## src/rks_pkg.sv

```systemverilog
package rks_pkg;

    localparam int EST_FRAC_BITS = 8;
    localparam int VAR_FRAC_BITS = 16;

    localparam int SAMPLE_W = 8;
    localparam int EST_W    = 16;
    localparam int VAR_W    = 24;

    localparam int CFG_IDX_W = 1;

    localparam logic [CFG_IDX_W-1:0] CFG_PROCESS_NOISE     = 1'b0;
    localparam logic [CFG_IDX_W-1:0] CFG_MEASUREMENT_NOISE = 1'b1;

    localparam logic [VAR_W-1:0] PROCESS_NOISE_RST     = 24'd66;
    localparam logic [VAR_W-1:0] MEASUREMENT_NOISE_RST = 24'd6554;

    typedef struct packed {
        logic load;
        logic step;
    } t_mul_ctl;

endpackage

```

## src/rks_ser_mul.sv

```systemverilog
module rks_ser_mul #(
    parameter int MW = 24,
    parameter int NB = 17
) (
    input  logic                 i_clk,
    input  rks_pkg::t_mul_ctl    i_ctl,
    input  logic [MW-1:0]        i_mcand,
    input  logic [NB-1:0]        i_mplier,
    output logic [MW+NB-1:0]     o_prod
);

    logic [MW+NB-1:0] r_acc;
    logic [MW-1:0]    r_mcand;
    logic [NB-1:0]    r_bits;
    logic [MW:0]      n_sum;

    // lsb-first shift-add, one multiplier bit per step
    assign n_sum = {1'b0, r_acc[MW+NB-1:NB]} + (r_bits[0] ? {1'b0, r_mcand} : '0);

    always_ff @(posedge i_clk) begin
        if (i_ctl.load) begin
            r_acc   <= '0;
            r_mcand <= i_mcand;
            r_bits  <= i_mplier;
        end else if (i_ctl.step) begin
            r_acc  <= {n_sum, r_acc[NB-1:1]};
            r_bits <= r_bits >> 1;
        end
    end

    assign o_prod = r_acc;

endmodule

```

## src/rssi_kalman_smoother.sv

```systemverilog
// channel   direction  handshake          payload
// sample    in         i_valid / o_stall  i_sample_dbm   (signed 8, whole dBm)
// smoothed  out        o_valid / i_stall  o_smoothed_dbm (signed Q8.8)
// config    in         i_cfg_we           i_cfg_index, i_cfg_data (24 bits)
//
// one sample runs from accept to a valid result through the prior, denominator, divide,
// multiply, round and commit steps, using the bit-serial divider and the bit-serial multipliers
// the next sample is taken the cycle after the previous result lands in the output register;
// a result held under i_stall does not block it, a finished result waits in the last step
// i_rst_n is synchronous, active low: it holds o_stall high, clears estimate and variance
// and loads the noise registers with their defaults
module rssi_kalman_smoother #(
    parameter int EST_FRAC_BITS = rks_pkg::EST_FRAC_BITS,
    parameter int VAR_FRAC_BITS = rks_pkg::VAR_FRAC_BITS
) (
    input  logic                                i_clk,
    input  logic                                i_rst_n,
    input  logic                                i_valid,
    output logic                                o_stall,
    input  logic signed [rks_pkg::SAMPLE_W-1:0] i_sample_dbm,
    output logic                                o_valid,
    input  logic                                i_stall,
    output logic signed [rks_pkg::EST_W-1:0]    o_smoothed_dbm,
    input  logic                                i_cfg_we,
    input  logic [rks_pkg::CFG_IDX_W-1:0]       i_cfg_index,
    input  logic [rks_pkg::VAR_W-1:0]           i_cfg_data
);

    localparam int VW   = rks_pkg::VAR_W;
    localparam int EW   = rks_pkg::EST_W;
    localparam int SW   = rks_pkg::SAMPLE_W;
    localparam int F    = VAR_FRAC_BITS;
    localparam int GW   = F + 1;
    localparam int DW   = VW + 1;
    localparam int NW   = VW + F + 1;
    localparam int IW   = ((SW + EST_FRAC_BITS > EW) ? SW + EST_FRAC_BITS : EW) + 1;
    localparam int P1W  = IW + GW;
    localparam int P2W  = VW + GW;
    localparam int DMW  = P1W + 1 - F;
    localparam int DLW  = DMW + 1;
    localparam int SUMW = ((DLW > EW) ? DLW : EW) + 1;
    localparam int VNW  = P2W + 1 - F;
    localparam int CW   = $clog2(GW);

    localparam logic [GW-1:0] GAIN_ONE = {1'b1, {F{1'b0}}};
    localparam logic [P1W:0]  P1_HALF  = {{(P1W + 1 - F){1'b0}}, 1'b1, {(F - 1){1'b0}}};
    localparam logic [P2W:0]  P2_HALF  = {{(P2W + 1 - F){1'b0}}, 1'b1, {(F - 1){1'b0}}};
    localparam logic signed [EW-1:0] EST_HI = {1'b0, {(EW - 1){1'b1}}};
    localparam logic signed [EW-1:0] EST_LO = {1'b1, {(EW - 1){1'b0}}};

    typedef enum logic [3:0] {
        S_IDLE,
        S_PRIOR,
        S_DENOM,
        S_PREP,
        S_DIV,
        S_LOAD,
        S_MUL,
        S_ROUND,
        S_FIN
    } t_state;

    t_state                r_state;
    logic [VW-1:0]         r_pn;
    logic [VW-1:0]         r_mn;
    logic [VW-1:0]         r_var;
    logic [VW-1:0]         r_prior;
    logic signed [EW-1:0]  r_est;
    logic signed [EW-1:0]  r_out_smoothed;
    logic                  r_out_valid;
    logic signed [SW-1:0]  r_sample;
    logic                  r_innov_neg;
    logic [IW-1:0]         r_mag;
    logic [DW-1:0]         r_denom;
    logic [DW-1:0]         r_rem;
    logic [GW-1:0]         r_nbits;
    logic [GW-1:0]         r_q;
    logic                  r_dzero;
    logic [CW-1:0]         r_cnt;
    logic signed [EW-1:0]  r_est_new;
    logic [VW-1:0]         r_var_new;

    logic [VW:0]           n_psum;
    logic [VW-1:0]         n_prior;
    logic signed [IW-1:0]  n_scaled;
    logic signed [IW-1:0]  n_innov;
    logic [IW-1:0]         n_mag;
    logic [DW-1:0]         n_denom;
    logic [NW-1:0]         n_num;
    logic [DW:0]           n_trial;
    logic [DW:0]           n_diff;
    logic                  n_ge;
    logic [DW-1:0]         n_rem;
    logic [GW-1:0]         n_gain;
    logic [GW-1:0]         n_ngain;
    logic [DMW-1:0]        n_dmag;
    logic signed [DLW-1:0] n_delta;
    logic signed [SUMW-1:0] n_esum;
    logic signed [EW-1:0]  n_est_sat;
    logic [VNW-1:0]        n_vfull;
    logic [VW-1:0]         n_var_sat;
    logic                  n_commit;
    logic                  n_last;

    rks_pkg::t_mul_ctl     w_mul_ctl;
    logic [P1W-1:0]        w_prod_delta;
    logic [P2W-1:0]        w_prod_var;

    // prior variance and innovation
    assign n_psum   = {1'b0, r_var} + {1'b0, r_pn};
    assign n_prior  = n_psum[VW] ? '1 : n_psum[VW-1:0];
    assign n_scaled = IW'(r_sample) <<< EST_FRAC_BITS;
    assign n_innov  = n_scaled - IW'(r_est);
    assign n_mag    = n_innov[IW-1] ? IW'(-n_innov) : IW'(n_innov);

    // gain numerator carries the half-divisor for round to nearest
    assign n_denom = {1'b0, r_prior} + DW'(r_mn);
    assign n_num   = {1'b0, r_prior, {F{1'b0}}} + NW'(r_denom >> 1);

    // restoring divide, one quotient bit per cycle
    assign n_trial = {r_rem, r_nbits[GW-1]};
    assign n_ge    = n_trial >= {1'b0, r_denom};
    assign n_diff  = n_trial - {1'b0, r_denom};
    assign n_rem   = n_ge ? n_diff[DW-1:0] : n_trial[DW-1:0];

    assign n_gain  = r_dzero ? '0 : r_q;
    assign n_ngain = GAIN_ONE - n_gain;

    assign w_mul_ctl.load = (r_state == S_LOAD);
    assign w_mul_ctl.step = (r_state == S_MUL);

    rks_ser_mul #(
        .MW (IW),
        .NB (GW)
    ) u_mul_delta (
        .i_clk    (i_clk),
        .i_ctl    (w_mul_ctl),
        .i_mcand  (r_mag),
        .i_mplier (n_gain),
        .o_prod   (w_prod_delta)
    );

    rks_ser_mul #(
        .MW (VW),
        .NB (GW)
    ) u_mul_var (
        .i_clk    (i_clk),
        .i_ctl    (w_mul_ctl),
        .i_mcand  (r_prior),
        .i_mplier (n_ngain),
        .o_prod   (w_prod_var)
    );

    // delta rounds half away from zero by rounding the magnitude
    assign n_dmag  = DMW'(({1'b0, w_prod_delta} + P1_HALF) >> F);
    assign n_delta = r_innov_neg ? -$signed({1'b0, n_dmag}) : $signed({1'b0, n_dmag});
    assign n_esum  = SUMW'(r_est) + SUMW'(n_delta);

    always_comb begin
        if ((n_esum[SUMW-1:EW-1] == '0) || (n_esum[SUMW-1:EW-1] == '1)) begin
            n_est_sat = n_esum[EW-1:0];
        end else if (n_esum[SUMW-1]) begin
            n_est_sat = EST_LO;
        end else begin
            n_est_sat = EST_HI;
        end
    end

    assign n_vfull   = VNW'(({1'b0, w_prod_var} + P2_HALF) >> F);
    assign n_var_sat = (|n_vfull[VNW-1:VW]) ? '1 : n_vfull[VW-1:0];

    assign n_commit = (r_state == S_FIN) && (!r_out_valid || !i_stall);
    assign n_last   = (r_cnt == CW'(GW - 1));

    always_ff @(posedge i_clk) begin
        if (!i_rst_n) begin
            r_state     <= S_IDLE;
            r_pn        <= rks_pkg::PROCESS_NOISE_RST;
            r_mn        <= rks_pkg::MEASUREMENT_NOISE_RST;
            r_var       <= '0;
            r_est       <= '0;
            r_out_valid <= 1'b0;
            r_cnt       <= '0;
        end else begin
            if (i_cfg_we) begin
                if (i_cfg_index == rks_pkg::CFG_PROCESS_NOISE) begin
                    r_pn <= i_cfg_data;
                end else if (i_cfg_index == rks_pkg::CFG_MEASUREMENT_NOISE) begin
                    r_mn <= i_cfg_data;
                end
            end

            if (n_commit) begin
                r_out_valid <= 1'b1;
            end else if (r_out_valid && !i_stall) begin
                r_out_valid <= 1'b0;
            end

            unique case (r_state)
                S_IDLE: begin
                    if (i_valid) begin
                        r_sample <= i_sample_dbm;
                        r_state  <= S_PRIOR;
                    end
                end
                S_PRIOR: begin
                    r_prior     <= n_prior;
                    r_innov_neg <= n_innov[IW-1];
                    r_mag       <= n_mag;
                    r_state     <= S_DENOM;
                end
                S_DENOM: begin
                    r_denom <= n_denom;
                    r_dzero <= (n_denom == '0);
                    r_state <= S_PREP;
                end
                S_PREP: begin
                    r_rem   <= DW'(n_num[NW-1:GW]);
                    r_nbits <= n_num[GW-1:0];
                    r_cnt   <= '0;
                    r_state <= S_DIV;
                end
                S_DIV: begin
                    r_rem   <= n_rem;
                    r_nbits <= r_nbits << 1;
                    r_q     <= {r_q[GW-2:0], n_ge};
                    if (n_last) begin
                        r_cnt   <= '0;
                        r_state <= S_LOAD;
                    end else begin
                        r_cnt <= r_cnt + CW'(1);
                    end
                end
                S_LOAD: begin
                    r_state <= S_MUL;
                end
                S_MUL: begin
                    if (n_last) begin
                        r_cnt   <= '0;
                        r_state <= S_ROUND;
                    end else begin
                        r_cnt <= r_cnt + CW'(1);
                    end
                end
                S_ROUND: begin
                    r_est_new <= n_est_sat;
                    r_var_new <= n_var_sat;
                    r_state   <= S_FIN;
                end
                S_FIN: begin
                    if (n_commit) begin
                        r_est          <= r_est_new;
                        r_var          <= r_var_new;
                        r_out_smoothed <= r_est_new;
                        r_state        <= S_IDLE;
                    end
                end
                default: begin
                    r_state <= S_IDLE;
                end
            endcase
        end
    end

    assign o_stall        = !i_rst_n || (r_state != S_IDLE);
    assign o_valid        = r_out_valid;
    assign o_smoothed_dbm = r_out_smoothed;

    a_accept_starts: assert property (@(posedge i_clk) disable iff (!i_rst_n)
        (i_valid && !o_stall) |=> (r_state == S_PRIOR))
        else $error("accepted transaction did not start the update");

    a_div_remainder: assert property (@(posedge i_clk) disable iff (!i_rst_n)
        (r_state == S_LOAD && !r_dzero) |-> (r_rem < r_denom))
        else $error("divider remainder not below divisor");

    a_var_bounded: assert property (@(posedge i_clk) disable iff (!i_rst_n)
        (r_state == S_FIN) |-> (r_var_new <= r_prior))
        else $error("posterior variance above prior");

    a_no_overwrite: assert property (@(posedge i_clk) disable iff (!i_rst_n)
        (r_state == S_FIN && r_out_valid && i_stall)
            |=> (r_state == S_FIN && o_valid && $stable(o_smoothed_dbm)))
        else $error("pending result overwritten");

endmodule

```

## config.mk

```make
export PLATFORM = sky130hd
export DESIGN_NAME = rssi_kalman_smoother
export DESIGN_NICKNAME = d
export VERILOG_FILES = /design/src/rks_pkg.sv /design/src/rks_ser_mul.sv /design/src/rssi_kalman_smoother.sv
export SDC_FILE = /design/constraint.sdc
export NUM_CORES = 1
export LEC_CHECK = 0
export BUFFER_PORTS_ARGS = -buffer_cell sky130_fd_sc_hd__buf_2
export CORE_UTILIZATION = 60
export CTS_CLUSTER_DIAMETER = 40
export DETAILED_ROUTE_END_ITERATION = 8
export GPL_TIMING_DRIVEN = 0
export PLACE_DENSITY = 0.77
export SLEW_MARGIN = 10
export SYNTH_ARGS = -nofsm -noshare
export SYNTH_HDL_FRONTEND = slang
export SYNTH_SLANG_ARGS = --single-unit
```

## constraint.sdc

```tcl
create_clock -name i_clk -period 8.6 [get_ports i_clk]
set_clock_uncertainty 0.1 [all_clocks]
set_input_delay 0.86 -clock i_clk [delete_from_list [all_inputs] [get_ports i_clk]]
set_output_delay 0.86 -clock i_clk [all_outputs]
set_load 0.01 [all_outputs]
```

==> results of run 1 <==
==> synthesized netlist by cell type (5+ instances only) <==
| cell | number | area (um2) |
|---|---|---|
| nand2_1 | 395 | 1483 |
| edfxtp_1 | 266 | 7988 |
| o21ai_0 | 168 | 840.8 |
| ha_1 | 160 | 2002 |
| dfxtp_1 | 143 | 2863 |
| xnor2_1 | 143 | 1252 |
| a21oi_1 | 136 | 680.7 |
| nor2_1 | 117 | 439.2 |
| inv_1 | 114 | 427.9 |
| clkbuf_1 | 93 | 349.1 |
| a21boi_0 | 90 | 675.7 |
| nand3_1 | 90 | 450.4 |
| xor2_1 | 69 | 604.3 |
| nor3_1 | 60 | 300.3 |
| and2_1 | 57 | 356.6 |
| a21o_1 | 46 | 345.3 |
| mux2i_1 | 45 | 450.4 |
| and3_1 | 38 | 237.7 |
| nor2b_1 | 28 | 175.2 |
| nand2b_1 | 25 | 156.4 |
| nand4_1 | 22 | 137.6 |
| o21a_1 | 22 | 165.2 |
| a31oi_1 | 21 | 131.4 |
| a211oi_1 | 20 | 150.1 |
| or3_1 | 20 | 125.1 |
| o21bai_1 | 18 | 135.1 |
| nor4_1 | 16 | 100.1 |
| o31ai_1 | 14 | 105.1 |
| or2_2 | 14 | 87.58 |
| and4_1 | 9 | 78.83 |
| o211ai_1 | 9 | 67.56 |
| o22ai_1 | 9 | 56.30 |
| a2111oi_0 | 8 | 70.07 |
| a22o_1 | 7 | 61.31 |
| a31o_2 | 7 | 61.31 |
| fa_1 | 7 | 140.1 |
| o2111ai_1 | 7 | 61.31 |
| a211o_1 | 6 | 52.55 |
| o21ai_1 | 6 | 30.03 |
| o311ai_0 | 6 | 52.55 |
| or4_1 | 6 | 45.04 |
| buf_1 | 5 | 18.77 |
| nand3b_1 | 5 | 37.54 |
==> cell type report <==
type / instances / area (um2) / area share [%]
Multi-Input combinational cell: 1994 / 13100 / 46.90
Buffer: 103 / 397.9 / 1.425
Clock buffer: 71 / 1648 / 5.901
Clock inverter: 40 / 462.9 / 1.658
Tap cell: 532 / 665.6 / 2.384
Inverter: 118 / 444.2 / 1.591
Timing Repair Buffer: 59 / 359.1 / 1.286
Sequential cell: 409 / 10850 / 38.86
==> placed cells by master, fill, tap and decap left out, types with 36 or more instances in the layout <==
cell type,count
nand3_1,90
o21ai_0,168
and2_1,57
nor2_1,117
xnor2_1,143
clkbuf_16,64
nor3_1,59
clkbuf_1,98
inv_1,113
dfxtp_1,143
edfxtp_1,266
a21o_1,46
mux2i_1,45
and3_1,36
nand2_1,395
xor2_1,69
a21boi_0,90
ha_1,160
buf_2,55
a21oi_1,135
==> flip-flops by register name (all words and copies together), names as in the netlist, 19 cells and up <==
name / cells
r_rem: 25
r_var: 24
u_mul_var.r_mcand: 24
r_pn: 24
r_denom: 25
r_prior: 24
r_mn: 24
u_mul_delta.o_prod: 19
u_mul_var.o_prod: 26
r_var_new: 24
==> per-stage QoR <==
stage | total power [mW] | setup WS [ns] | cell area [um2]
global placement | 3.686 | 1.657 | 25700
floorplan | 3.341 | 3.404 | 24760
finish | 6.265 | 1.540 | 27920
global route | 6.501 | 0.9995 | 27920
CTS | 6.245 | 1.353 | 27920
detailed placement | 3.730 | 1.436 | 25800
==> critical path: stages, from the launching register on <==
cell and delay [ns]:
dfxtp_1 0.47, ha_1 0.31, nand3_1 0.20, nor4_2 0.76
nand3_1 0.15, a2111oi_0 0.61, o21ai_0 0.32, nor3_1 0.35
nor2_1 0.09, xnor2_1 0.15, ha_1 0.28, clkbuf_1 0.30
nand4_1 0.14, o31ai_1 0.59, xnor2_1 0.21, nand3_1 0.12
nor4_1 0.81, nor2_1 0.13, clkbuf_1 0.30, o21ai_0 0.43
==> logic make-up (layout without fill, tap and decap cells) <==
kind of cell / after synthesis / count (layout) / synth area share, %
simple gates: 921 / 921 / 17.74
compound gates: 645 / 645 / 16.89
flops: 409 / 409 / 43.82
buf+inv: 221 / 391 / 3.396
xor+xnor: 212 / 212 / 7.499
fa+ha+maj: 167 / 167 / 8.651
mux: 49 / 49 / 2.001
==> worst max-delay path by stage <==
stage | to | cells after the start
floorplan | r_est_new[10]$_DFFE_PP_ | 21
global placement | r_est_new[14]$_DFFE_PP_ | 19
detailed placement | r_est_new[14]$_DFFE_PP_ | 19
CTS | r_est_new[14]$_DFFE_PP_ | 19
global route | r_est_new[14]$_DFFE_PP_ | 19
finish | r_est_new[14]$_DFFE_PP_ | 19
==> report_power, final <==
group	internal [mW]	total (mW)	switching, mW	leakage (nW)
combinational	0.531	1.38	0.848	6.38
sequential	2.23	2.37	0.131	3.57
clock	1.51	2.52	1.01	1.02
==> routing by layer <==
metal	up-vias	GRT usage (%)	wire, um
met4	0	8.862	1342
met5	-	0	0
met1	9653	45.75	30160
met2	729	46.90	28540
met3	99	4.661	5128
li1	9750	-	-
==> impl_results.md, run 1 <==
* Status: finished clean
* Distinct cell type count after synthesis at between 80 and 90
* CP required at roughly 9 ns
* Vias in the first global route at 18780
* Ys async rst share at 0%
* Remaining DRCs at 0
* Largest net degree at the start of global routing at 50
* Seq/Total Area, Yosys at 43.82%
* Warnings from Yosys at 0
* Number of H-tree levels at 2
* R2r setup slk at 1.54 ns
* # clock sinks at about 400
* First-pass GRT wire length at about 100000 um
* Share of layout cells above drive strength 1 at under 10%
* HP Class: register to register
* Setup TNS at 0 ns
* Cells after DPL at between 3000 and 4000
* Global route total overflow at 0
* RSZ-0062 raised after global routing: no
* Worst-path maximum fanout at 10
* Max-capacitance violation count at 0
* P&R area growth vs syn at 12.77%
* Final RePlAce weighted congestion at 0.9638
* Syn Area/Cell at around 9.4 um2
* R2r endpoint: r_est_new[14]$_DFFE_PP_
* Antenna diodes at 0
* Vias at ~20000
* Final ANT Viol Nets at 0
* Fmax at 141.6 MHz
* Crit Reg-Reg Startpoint: u_mul_delta.o_prod[16]$_SDFFE_PP0P_
* Initial DRC Count at approximately 1800
* Setup crit end kind: register
* Gr usage total at ~31%
* # setup viols final at 0
* Number of enable flip-flop cells after synthesis at about 270
* Die area at 42080 um2
* Hold Path End: u_mul_delta.r_mcand[13]$_DFFE_PP_
* I/O Buffers at 54
* Initial antenna violation count at 0
* Hold buffers post-CTS at 0
* Total power divided by cell area at approximately 220 nW/um2
* CTS tree: done
* Mapped Nets at between 2000 and 3000
* Row count at 74
* Fin crit share at between 80% and 90%
* CTS clk-pin slew, worst paths at 0.06 ns
* Final hold vios at 0
* Worst Tran Pin Value at 1.054 ns
* Initial core utilization at 60.78%
* Worst reg2reg path depth at 19
* Die height at slightly above 200 um
* Hold depth at 0
* CTS Buf Count at between 50 and 60
* Cells after Synth at approximately 2600
* Die Wd at between 200 and 250 um
* Ports at between 50 and 60
* Worst Hold Slack at about 0.32 ns
* DR vias/cell at about 6.1
* Worst skew pair latency at a little over 0.6 ns
* Clock Root Buffer: clkbuf_16
* Slew margin rel. at between 20% and 30%
* Final min period at about 7.1 ns
* Register bit total from synthesis at between 400 and 500
* Nets at 2949
* Final Slew Violations at 0
* Main synth FF type: edfxtp_1
* Mapped cell area at around 25000 um2
* Wire per inst at about 20 um
* Routed WL at around 65000 um
* Layout Cells excl Fill at 3326
* Crit path arrival time at 7.33 ns
* # resized after CTS at 0
* Clk buf depth at 3
* Initial DRT Pass Iterations at 6
* Setup Buffers After CTS at 0
* IR drop worst, VDD at about 240 uV
* CP startpoint kind: register
* Post-DP HPWL at around 50000 um
* Core box area at ~41000 um2
* Final core occ at about two thirds
* Critical path type: register to register
* Hold Startpoint: r_mag[13]$_DFFE_PP_
* Fill cells at roughly 3200
* Critical Path Start: u_mul_delta.o_prod[16]$_SDFFE_PP0P_
* Leakage at between 10 and 15 nW
Note: power is estimated with default switching activity, not from simulation.
==> run 2, diff against run 1 <==
ABC_AREA = 1   (was not set)
CORE_UTILIZATION = 58   (was 60)
PLACE_DENSITY = 0.78   (was 0.77)
clock period = 5.9 ns   (was 8.6 ns; I/O delays follow)
==> run 2 against run 1 <==
  * Setup slack got worse by 0.23 ns
  * Fmax grew 54%
  * Synthesized area up 5.5%
  * Register-to-register slack got worse by 0.23 ns
  * Non-clock buffer count decreased by 27
  * Cell area rose by 4.1%
  * Sequential share of layout area decreased by 1.5 points
  * Count of clock-buffer cells in the layout shrank 8
==> impl_results.md, run 2 <==
* Top area cells in the synthesized netlist: edfxtp_1, nand2_1, dfxtp_1, ha_1, inv_1 (was edfxtp_1, dfxtp_1, ha_1, nand2_1, xnor2_1)
* Seq. cell area at 10850 um2 (unchanged)
* Ys async rst share at 0% (unchanged)
* Crit Reg-Reg Startpoint: u_mul_delta.o_prod[15]$_SDFFE_PP0P_ (was u_mul_delta.o_prod[16]$_SDFFE_PP0P_)
* Design Area, Final at 29070 um2 (was 27920 um2)
* DR vias/cell at 5.615 (was 6.083)
* Leakage at 13.24 nW (was 10.98 nW)
* Setup TNS at 0 ns (unchanged)
* Antenna diodes at 0 (unchanged)
* Post-synth top cells: nand2_1, inv_1, nor2_1, edfxtp_1, o21ai_0 (was nand2_1, edfxtp_1, o21ai_0, ha_1)
* Cells after Synth at 3416 (was 2624)
* Core box area at 44320 um2 (was 40740 um2)
* Clk buf depth at 3 (unchanged)
* Hold Path End: r_sample[0]$_DFFE_PP_ (was u_mul_delta.r_mcand[13]$_DFFE_PP_)
* Gr usage total at 30.58% (was 30.97%)
* I/O Buffers at 55 (was 54)
* R2r endpoint: r_est_new[13]$_DFFE_PP_ (was r_est_new[14]$_DFFE_PP_)
* Nets at 3734 (was 2949)
* Distinct cell type count after synthesis at 56 (was 84)
* Fmax at 217.8 MHz (was 141.6 MHz)
* # clock sinks at 409 (unchanged)
* Warnings from Yosys at 0 (unchanged)
* Count leader, synth: nand2_1 (unchanged)
* Vias at 23390 (was 20230)
* Hold buffers post-CTS at 0 (unchanged)
* Placed Area at 27290 um2 (was 25800 um2)
* Yosys top cell by area: edfxtp_1 (unchanged)
* Commonest non-fill, non-tap cell in the layout: nand2_1 (unchanged)
* Hold depth at 1 (was 0)
* First-pass GRT wire length at 112600 um (was 100700 um)
* Post-DP HPWL at 54800 um (was 49090 um)
* CTS clk-pin slew, worst paths at 0.06 ns (about the same)
* Synth top area share at 30.57% (was 32.26%)
* Worst reg2reg path depth at 26 (was 19)
* Final min period at 4.592 ns (was 7.060 ns)
* Worst skew pair latency at 0.62 ns (was 0.61 ns)
* Row count at 77 (was 74)
* Final hold vios at 0 (unchanged)
* Die area at 45910 um2 (was 42080 um2)
* Share of layout cells above drive strength 1 at 6.353% (was 7.731%)
* Total power divided by cell area at 340.8 nW/um2 (was 224.4 nW/um2)
* Mapped cell area at 26130 um2 (was 24760 um2)
* CTS tree: done (unchanged)
* Max-capacitance violation count at 0 (unchanged)
* RSZ-0062 raised after global routing: no (unchanged)
* Fill cells at 3788 (was 3187)
* Worst-path maximum fanout at 10 (unchanged)
* Remaining DRCs at 0 (unchanged)
* P&R area growth vs syn at 11.23% (was 12.77%)
* Die Wd at 214.3 um (was 205.1 um)
* Setup Buffers After CTS at 0 (unchanged)
* IR drop worst, VDD at 340.7 uV (was 240.5 uV)
* Fin crit share at 77.84% (was 82.10%)
* Final ANT Viol Nets at 0 (unchanged)
* Main synth FF type: edfxtp_1 (unchanged)
* Setup crit end kind: register (unchanged)
* Routed WL at 70150 um (was 65170 um)
* Syn Area/Cell at 7.650 um2 (was 9.436 um2)
* CP required at 6.15 ns (was 8.87 ns)
* Critical path type: register to register (unchanged)
* Max FFs per register at 26 (unchanged)
* Status: finished clean (unchanged)
* Final core occ at 65.59% (was 68.54%)
* Commonest non-fill, non-tap cells in the layout: nand2_1, inv_1, nor2_1 (was nand2_1, edfxtp_1, o21ai_0)
* Initial DRT Pass Iterations at 7 (was 6)
* Initial DRC Count at 1967 (was 1801)
* Number of enable flip-flop cells after synthesis at 266 (unchanged)
* Initial antenna violation count at 1 (was 0)
* Clock Root Buffer: clkbuf_16 (unchanged)
* R2r setup slk at 1.31 ns (was 1.54 ns)
* Largest net degree at the start of global routing at 51 (was 50)
* Die height at 214.3 um (was 205.1 um)
* Hold Startpoint: i_sample_dbm[0] (was r_mag[13]$_DFFE_PP_)
* Register bit total from synthesis at 409 (unchanged)
* Area of the multi-input gates at 13260 um2 (was 13100 um2)
* Global route total overflow at 0 (unchanged)
* # setup viols final at 0 (unchanged)
* Ports at 56 (unchanged)
* Crit path arrival time at 4.84 ns (was 7.33 ns)
* Wire per inst at 16.84 um (was 19.59 um)
* CP startpoint kind: register (unchanged)
* CTS Buf Count at 52 (was 59)
* Mapped Nets at 3621 (was 2829)
* Slew margin rel. at 23.08% (was 29.10%)
* # resized after CTS at 0 (unchanged)
* Initial core utilization at 58.97% (was 60.78%)
* Vias in the first global route at 21540 (was 18780)
* Final RePlAce weighted congestion at 0.9830 (was 0.9638)
* Final Slew Violations at 0 (unchanged)
* Seq/Total Area, Yosys at 41.52% (was 43.82%)
* HP Class: input pin to register (was register to register)
* Worst Tran Pin Value at 1.154 ns (was 1.054 ns)
* Number of H-tree levels at 2 (unchanged)
## run 2: critical path, cell delays in order (launching register included)
cell	delay [ns]
dfxtp_1	0.44
ha_1	0.29
nand3_1	0.15
xor2_1	0.18
inv_1	0.11
nand3_1	0.08
nor2_1	0.29
nand3_1	0.14
nor2_1	0.16
nand2_1	0.06
nand2_1	0.07
xor2_1	0.20
inv_1	0.10
ha_1	0.34
nand2_1	0.19
inv_1	0.06
nand2_1	0.07
nand2_1	0.09
a21oi_1	0.23
nand3_1	0.10
nand2_1	0.08
nand3_1	0.07
nor2_1	0.15
nand2_1	0.14
nand3_2	0.19
buf_6	0.16
nand2_1	0.09
## run 2: kinds of logic after synthesis
kind of cell               count (synthesis)  share of synthesized area (%)
DFF                                      409                          41.52
adders and majority gates                167                          8.197
and+or+nand+nor                         1581                          25.51
buffers and inverters                    533                          7.890
AOI/OAI and AO/OA                        594                          12.42
xor gates and xnor gates                 132                          4.453
## run 2: how the worst max path moves through the flow
stage	from	endpoint	slack, ns	cells past startpoint
2_1_floorplan	u_mul_delta.o_prod[15]$_SDFFE_PP0P_	r_est_new[10]$_DFFE_PP_	2.13	25
3_3_place_gp	r_state[0]$_SDFFE_PN0P_	r_nbits[3]$_DFFE_PP_	0.75	6
3_5_place_dp	u_mul_delta.o_prod[15]$_SDFFE_PP0P_	r_est_new[13]$_DFFE_PP_	1.41	26
4_1_cts	u_mul_delta.o_prod[15]$_SDFFE_PP0P_	r_est_new[13]$_DFFE_PP_	1.40	26
5_1_grt	u_mul_delta.o_prod[15]$_SDFFE_PP0P_	r_est_new[13]$_DFFE_PP_	0.90	26
6_report	u_mul_delta.o_prod[15]$_SDFFE_PP0P_	r_est_new[13]$_DFFE_PP_	1.31	26
## run 2: per-stage QoR
step	power, mW	hold WS [ns]	cells	setup slack [ns]
CTS	9.842	0.03258	4165	1.397
detailed placement	6.653	0.3045	4067	1.411
finish	9.906	0.05481	4165	1.308
global route	10.43	0.04538	4165	0.9004
floorplan	5.815	0.3003	3416	2.128
global placement	6.622	0.3007	4063	0.7488
## run 2: final cells by class
class | instances | area share, %
Buffer | 76 | 1.192
Clock buffer | 63 | 4.795
Inverter | 457 | 5.901
Sequential cell | 409 | 37.33
Tap cell | 592 | 2.548
Multi-Input combinational cell | 2474 | 45.61
Timing Repair Buffer | 59 | 1.326
Clock inverter | 35 | 1.296
## run 2: metal layers
layer | track usage [%] | routed length [um] | vias to the layer above
li1 | - | - | 11610
met1 | 45.55 | 32550 | 10710
met2 | 45.97 | 29610 | 939
met3 | 4.128 | 6152 | 128
met4 | 9.667 | 1835 | 0
met5 | 0 | 0 | -
## run 2: report_power, final
part / switching [mW] / internal [mW] / total, mW
registers: 0.336 / 3.36 / 3.70
logic: 2.01 / 1.02 / 3.03
clock network: 1.32 / 1.86 / 3.18
==> run 3, diff against run 2 <==
ABC_AREA = 0   (was 1)
clock period = 3.9 ns   (was 5.9 ns; I/O delays follow)
==> run 3 against run 2 <==
  * The flow now finishes with violations (design-rule violations, negative setup slack)
  * Cell area rose by 1.4%
  * Fmax fell by 4.7%
  * Critical path depth fell by 6
  * Register-to-register slack got worse by 2.2 ns
  * Utilization rose by 4.5 points
  * Critical path type unchanged
  * Clock power rose by 66%
  * Combinational power rose by 28%
  * Critical endpoint is now r_est_new[2]$_DFFE_PP_
  * Worst hold slack got worse by 0.021 ns
  * Largest power group unchanged
  * Routed wire length fell by 0.63%
  * Sequential power rose by 42%
  * Global-route usage rose by 0.65 points
==> impl_results.md, run 3 (same netlist as run 1, synthesis figures left out) <==
* Status: finished, violations left (was finished clean)
* Failing checks: design-rule violations, negative setup slack
* # clock sinks at 409 (unchanged)
* Core box area at 42040 um2 (was 44320 um2)
* Design Area, Final at 29460 um2 (was 29070 um2)
* Final core occ at 70.09% (was 65.59%)
* Gr usage total at 31.23% (was 30.58%)
* Hold Startpoint: i_stall (was i_sample_dbm[0])
* CTS tree: done (unchanged)
* Worst reg2reg path depth at 20 (was 26)
* CP cell instances: buf_4 > and4_1 > clkbuf_8 > xnor2_2 > a31oi_2 > buf_4 > o21ai_0 > xnor2_1 > ha_1 > o21ai_0 > nor2b_2 > a2111oi_4 > a311oi_2 > buf_4 > a21oi_4 > o311ai_4 > nand4b_1 > nand2_2 > clkbuf_16 > o21ai_0
* Initial DRT Pass Iterations at 8 (was 7)
* Slew margin rel. at 37.81% (was 23.08%)
* Wire per inst at 20.33 um (was 16.84 um)
* Ports at 56 (unchanged)
* R2r endpoint: r_est_new[2]$_DFFE_PP_ (was r_est_new[13]$_DFFE_PP_)
* Fmax at 207.4 MHz (was 217.8 MHz)
* Commonest non-fill, non-tap cell in the layout: nand2_1 (unchanged)
* Worst Slack Setup Final at -0.9207 ns (was 1.308 ns)
* Clock Root Buffer: clkbuf_16 (unchanged)
* Commonest non-fill, non-tap cells in the layout: nand2_1, edfxtp_1, o21ai_0 (was nand2_1, inv_1, nor2_1)
* Share of layout cells above drive strength 1 at 13.81% (was 6.353%)
* CP required at 4.14 ns (was 6.15 ns)
* Pre-CTS setup slack at -1.258 ns (was 1.411 ns)
* Setup TNS at -13.59 ns (was 0 ns)
* Initial DRC Count at 2069 (was 1967)
* CTS Buf Count at 58 (was 52)
* Antenna diodes at 0 (unchanged)
* Remaining DRCs at 1 (was 0)
* Max-capacitance violation count at 0 (unchanged)
* Worst Hold Slack at 0.03385 ns (was 0.05481 ns)
* Global route total overflow at 0 (unchanged)
* Post-DP HPWL at 49440 um (was 54800 um)
* Slowest stage cell, crit path: dfxtp_4 (was dfxtp_1)
* Critical Path Start: u_mul_delta.o_prod[16]$_SDFFE_PP0P_ (was u_mul_delta.o_prod[15]$_SDFFE_PP0P_)
* Final hold vios at 0 (unchanged)
* RSZ-0062 raised after global routing: yes (was no)
* Worst-path maximum fanout at 5 (was 10)
* Clock network power share at 36.6% (was 32.1%)
* Placed Area at 26080 um2 (was 27290 um2)
* Die area at 43520 um2 (was 45910 um2)
* Worst skew pair latency at 0.62 ns (about the same)
* Final min period at 4.821 ns (was 4.592 ns)
* Worst Tran Pin Value at 0.9328 ns (was 1.154 ns)
* Final ANT Viol Nets at 0 (unchanged)
* P&R area growth vs syn at 18.99% (was 11.23%)
* Die height at 208.6 um (was 214.3 um)
* Number of H-tree levels at 2 (unchanged)
* CTS clk-pin slew, worst paths at 0.06 ns (about the same)
* Crit path arrival time at 5.06 ns (was 4.84 ns)
* Seq pwr share at 36.6% (was 37.3%)
* Clk buf depth at 3 (unchanged)
* Critical path type: register to register (unchanged)
* Final Slew Violations at 0 (unchanged)
* Pint at 9.762 mW (was 6.239 mW)
* Initial core utilization at 58.90% (was 58.97%)
* First-pass GRT wire length at 107000 um (was 112600 um)
* Layout Cells excl Fill at 3428 (was 4165)
* Setup crit end kind: register (unchanged)
* CP startpoint kind: register (unchanged)
* Largest net degree at the start of global routing at 50 (was 51)
* Cells after DPL at 3221 (was 4067)
* IR drop worst, VDD at 376.2 uV (was 340.7 uV)
* Row count at 75 (was 77)
* Leakage at 11.68 nW (was 13.24 nW)
* R2r setup slk at -0.92 ns (was 1.31 ns)
* CP Capture Point: r_est_new[2]$_DFFE_PP_ (was r_est_new[13]$_DFFE_PP_)
* Total power divided by cell area at 489.2 nW/um2 (was 340.8 nW/um2)
* Vias in the first global route at 20250 (was 21540)
* Total Power at 14.42 mW (was 9.906 mW)
* DR vias/cell at 6.197 (was 5.615)
* CP max stage delay at 0.36 ns (was 0.44 ns)
* # setup viols final at 17 (was 0)
* Vias at 21240 (was 23390)
* Die Wd at 208.6 um (was 214.3 um)
* Fin crit share at 123.6% (was 77.84%)
* HP Class: input pin to register (unchanged)
* Max FFs per register at 26 (unchanged)
* Switch share at 32.28% (was 37.02%)
* Final RePlAce weighted congestion at 0.9771 (was 0.9830)
* Crit Reg-Reg Startpoint: u_mul_delta.o_prod[16]$_SDFFE_PP0P_ (was u_mul_delta.o_prod[15]$_SDFFE_PP0P_)
* Initial antenna violation count at 0 (was 1)
* Logic pwr share at 26.9% (was 30.6%)
* Nets at 3045 (was 3734)
* I/O Buffers at 54 (was 55)
* Switching pwr at 4.653 mW (was 3.667 mW)
* Routed WL at 69710 um (was 70150 um)
[run 3: power by group through the flow]
| stage | logic, mW | clock network, mW | registers [mW] |
|---|---|---|---|
| after detailed placement | 2.99 | 0 | 5.32 |
| final | 3.87 | 5.27 | 5.27 |
| after global placement | 2.88 | 0 | 5.31 |
| after global routing | 4.17 | 5.50 | 5.28 |
| after CTS | 3.48 | 5.31 | 5.24 |
| after floorplan | 2.34 | 0 | 5.17 |
[run 3: timing repair]
action,in CTS,in global routing
gates resized for setup,91,52
hold buffers,32,0
cloned,3,0
pin swaps,38,34
setup buffers,50,18
hold endpoints to repair,55,0
setup endpoints to repair,76,78
[run 3: worst min-delay path by stage]
stage	end	slack [ns]	depth (start not counted)
after floorplan	u_mul_delta.r_mcand[0]$_DFFE_PP_	0.30	0
after global placement	u_mul_delta.r_mcand[12]$_DFFE_PP_	0.30	0
after detailed placement	u_mul_delta.r_mcand[5]$_DFFE_PP_	0.30	0
after CTS	o_valid$_SDFFE_PN0P_	0.02	3
after global routing	o_valid$_SDFFE_PN0P_	0.04	3
final	o_valid$_SDFFE_PN0P_	0.03	3
[run 3: area by class of cell]
cell class	count	area [um2]
plain buffers	98	484.2
inverters	118	454.2
multi-input cells	1994	13730
fillers	3023	12580
well taps	539	674.4
repair buffers	160	1259
repair inverters	1	7.507
clock buffers	70	1579
clock inverters	39	401.6
flip-flops and latches	409	10870
[run 3: worst max-delay path, delay by kind of cell (launching register included)]
| family | cells | cell delay [ns] |
|---|---|---|
| AOI/OAI and AO/OA | 8 | 1.50 |
| xor gates and xnor gates | 2 | 0.46 |
| adders and majority gates | 1 | 0.33 |
| buffers and inverters | 5 | 0.83 |
| DFF | 1 | 0.36 |
| and+or+nand+nor | 4 | 0.94 |
[run 3: routing by layer]
metal	GRT usage (%)	vias to the layer above	wire length (um)
li1	-	9934	-
met1	44.18	10170	29640
met2	48.94	956	31140
met3	4.629	184	6580
met4	11.08	0	2342
met5	0	-	0
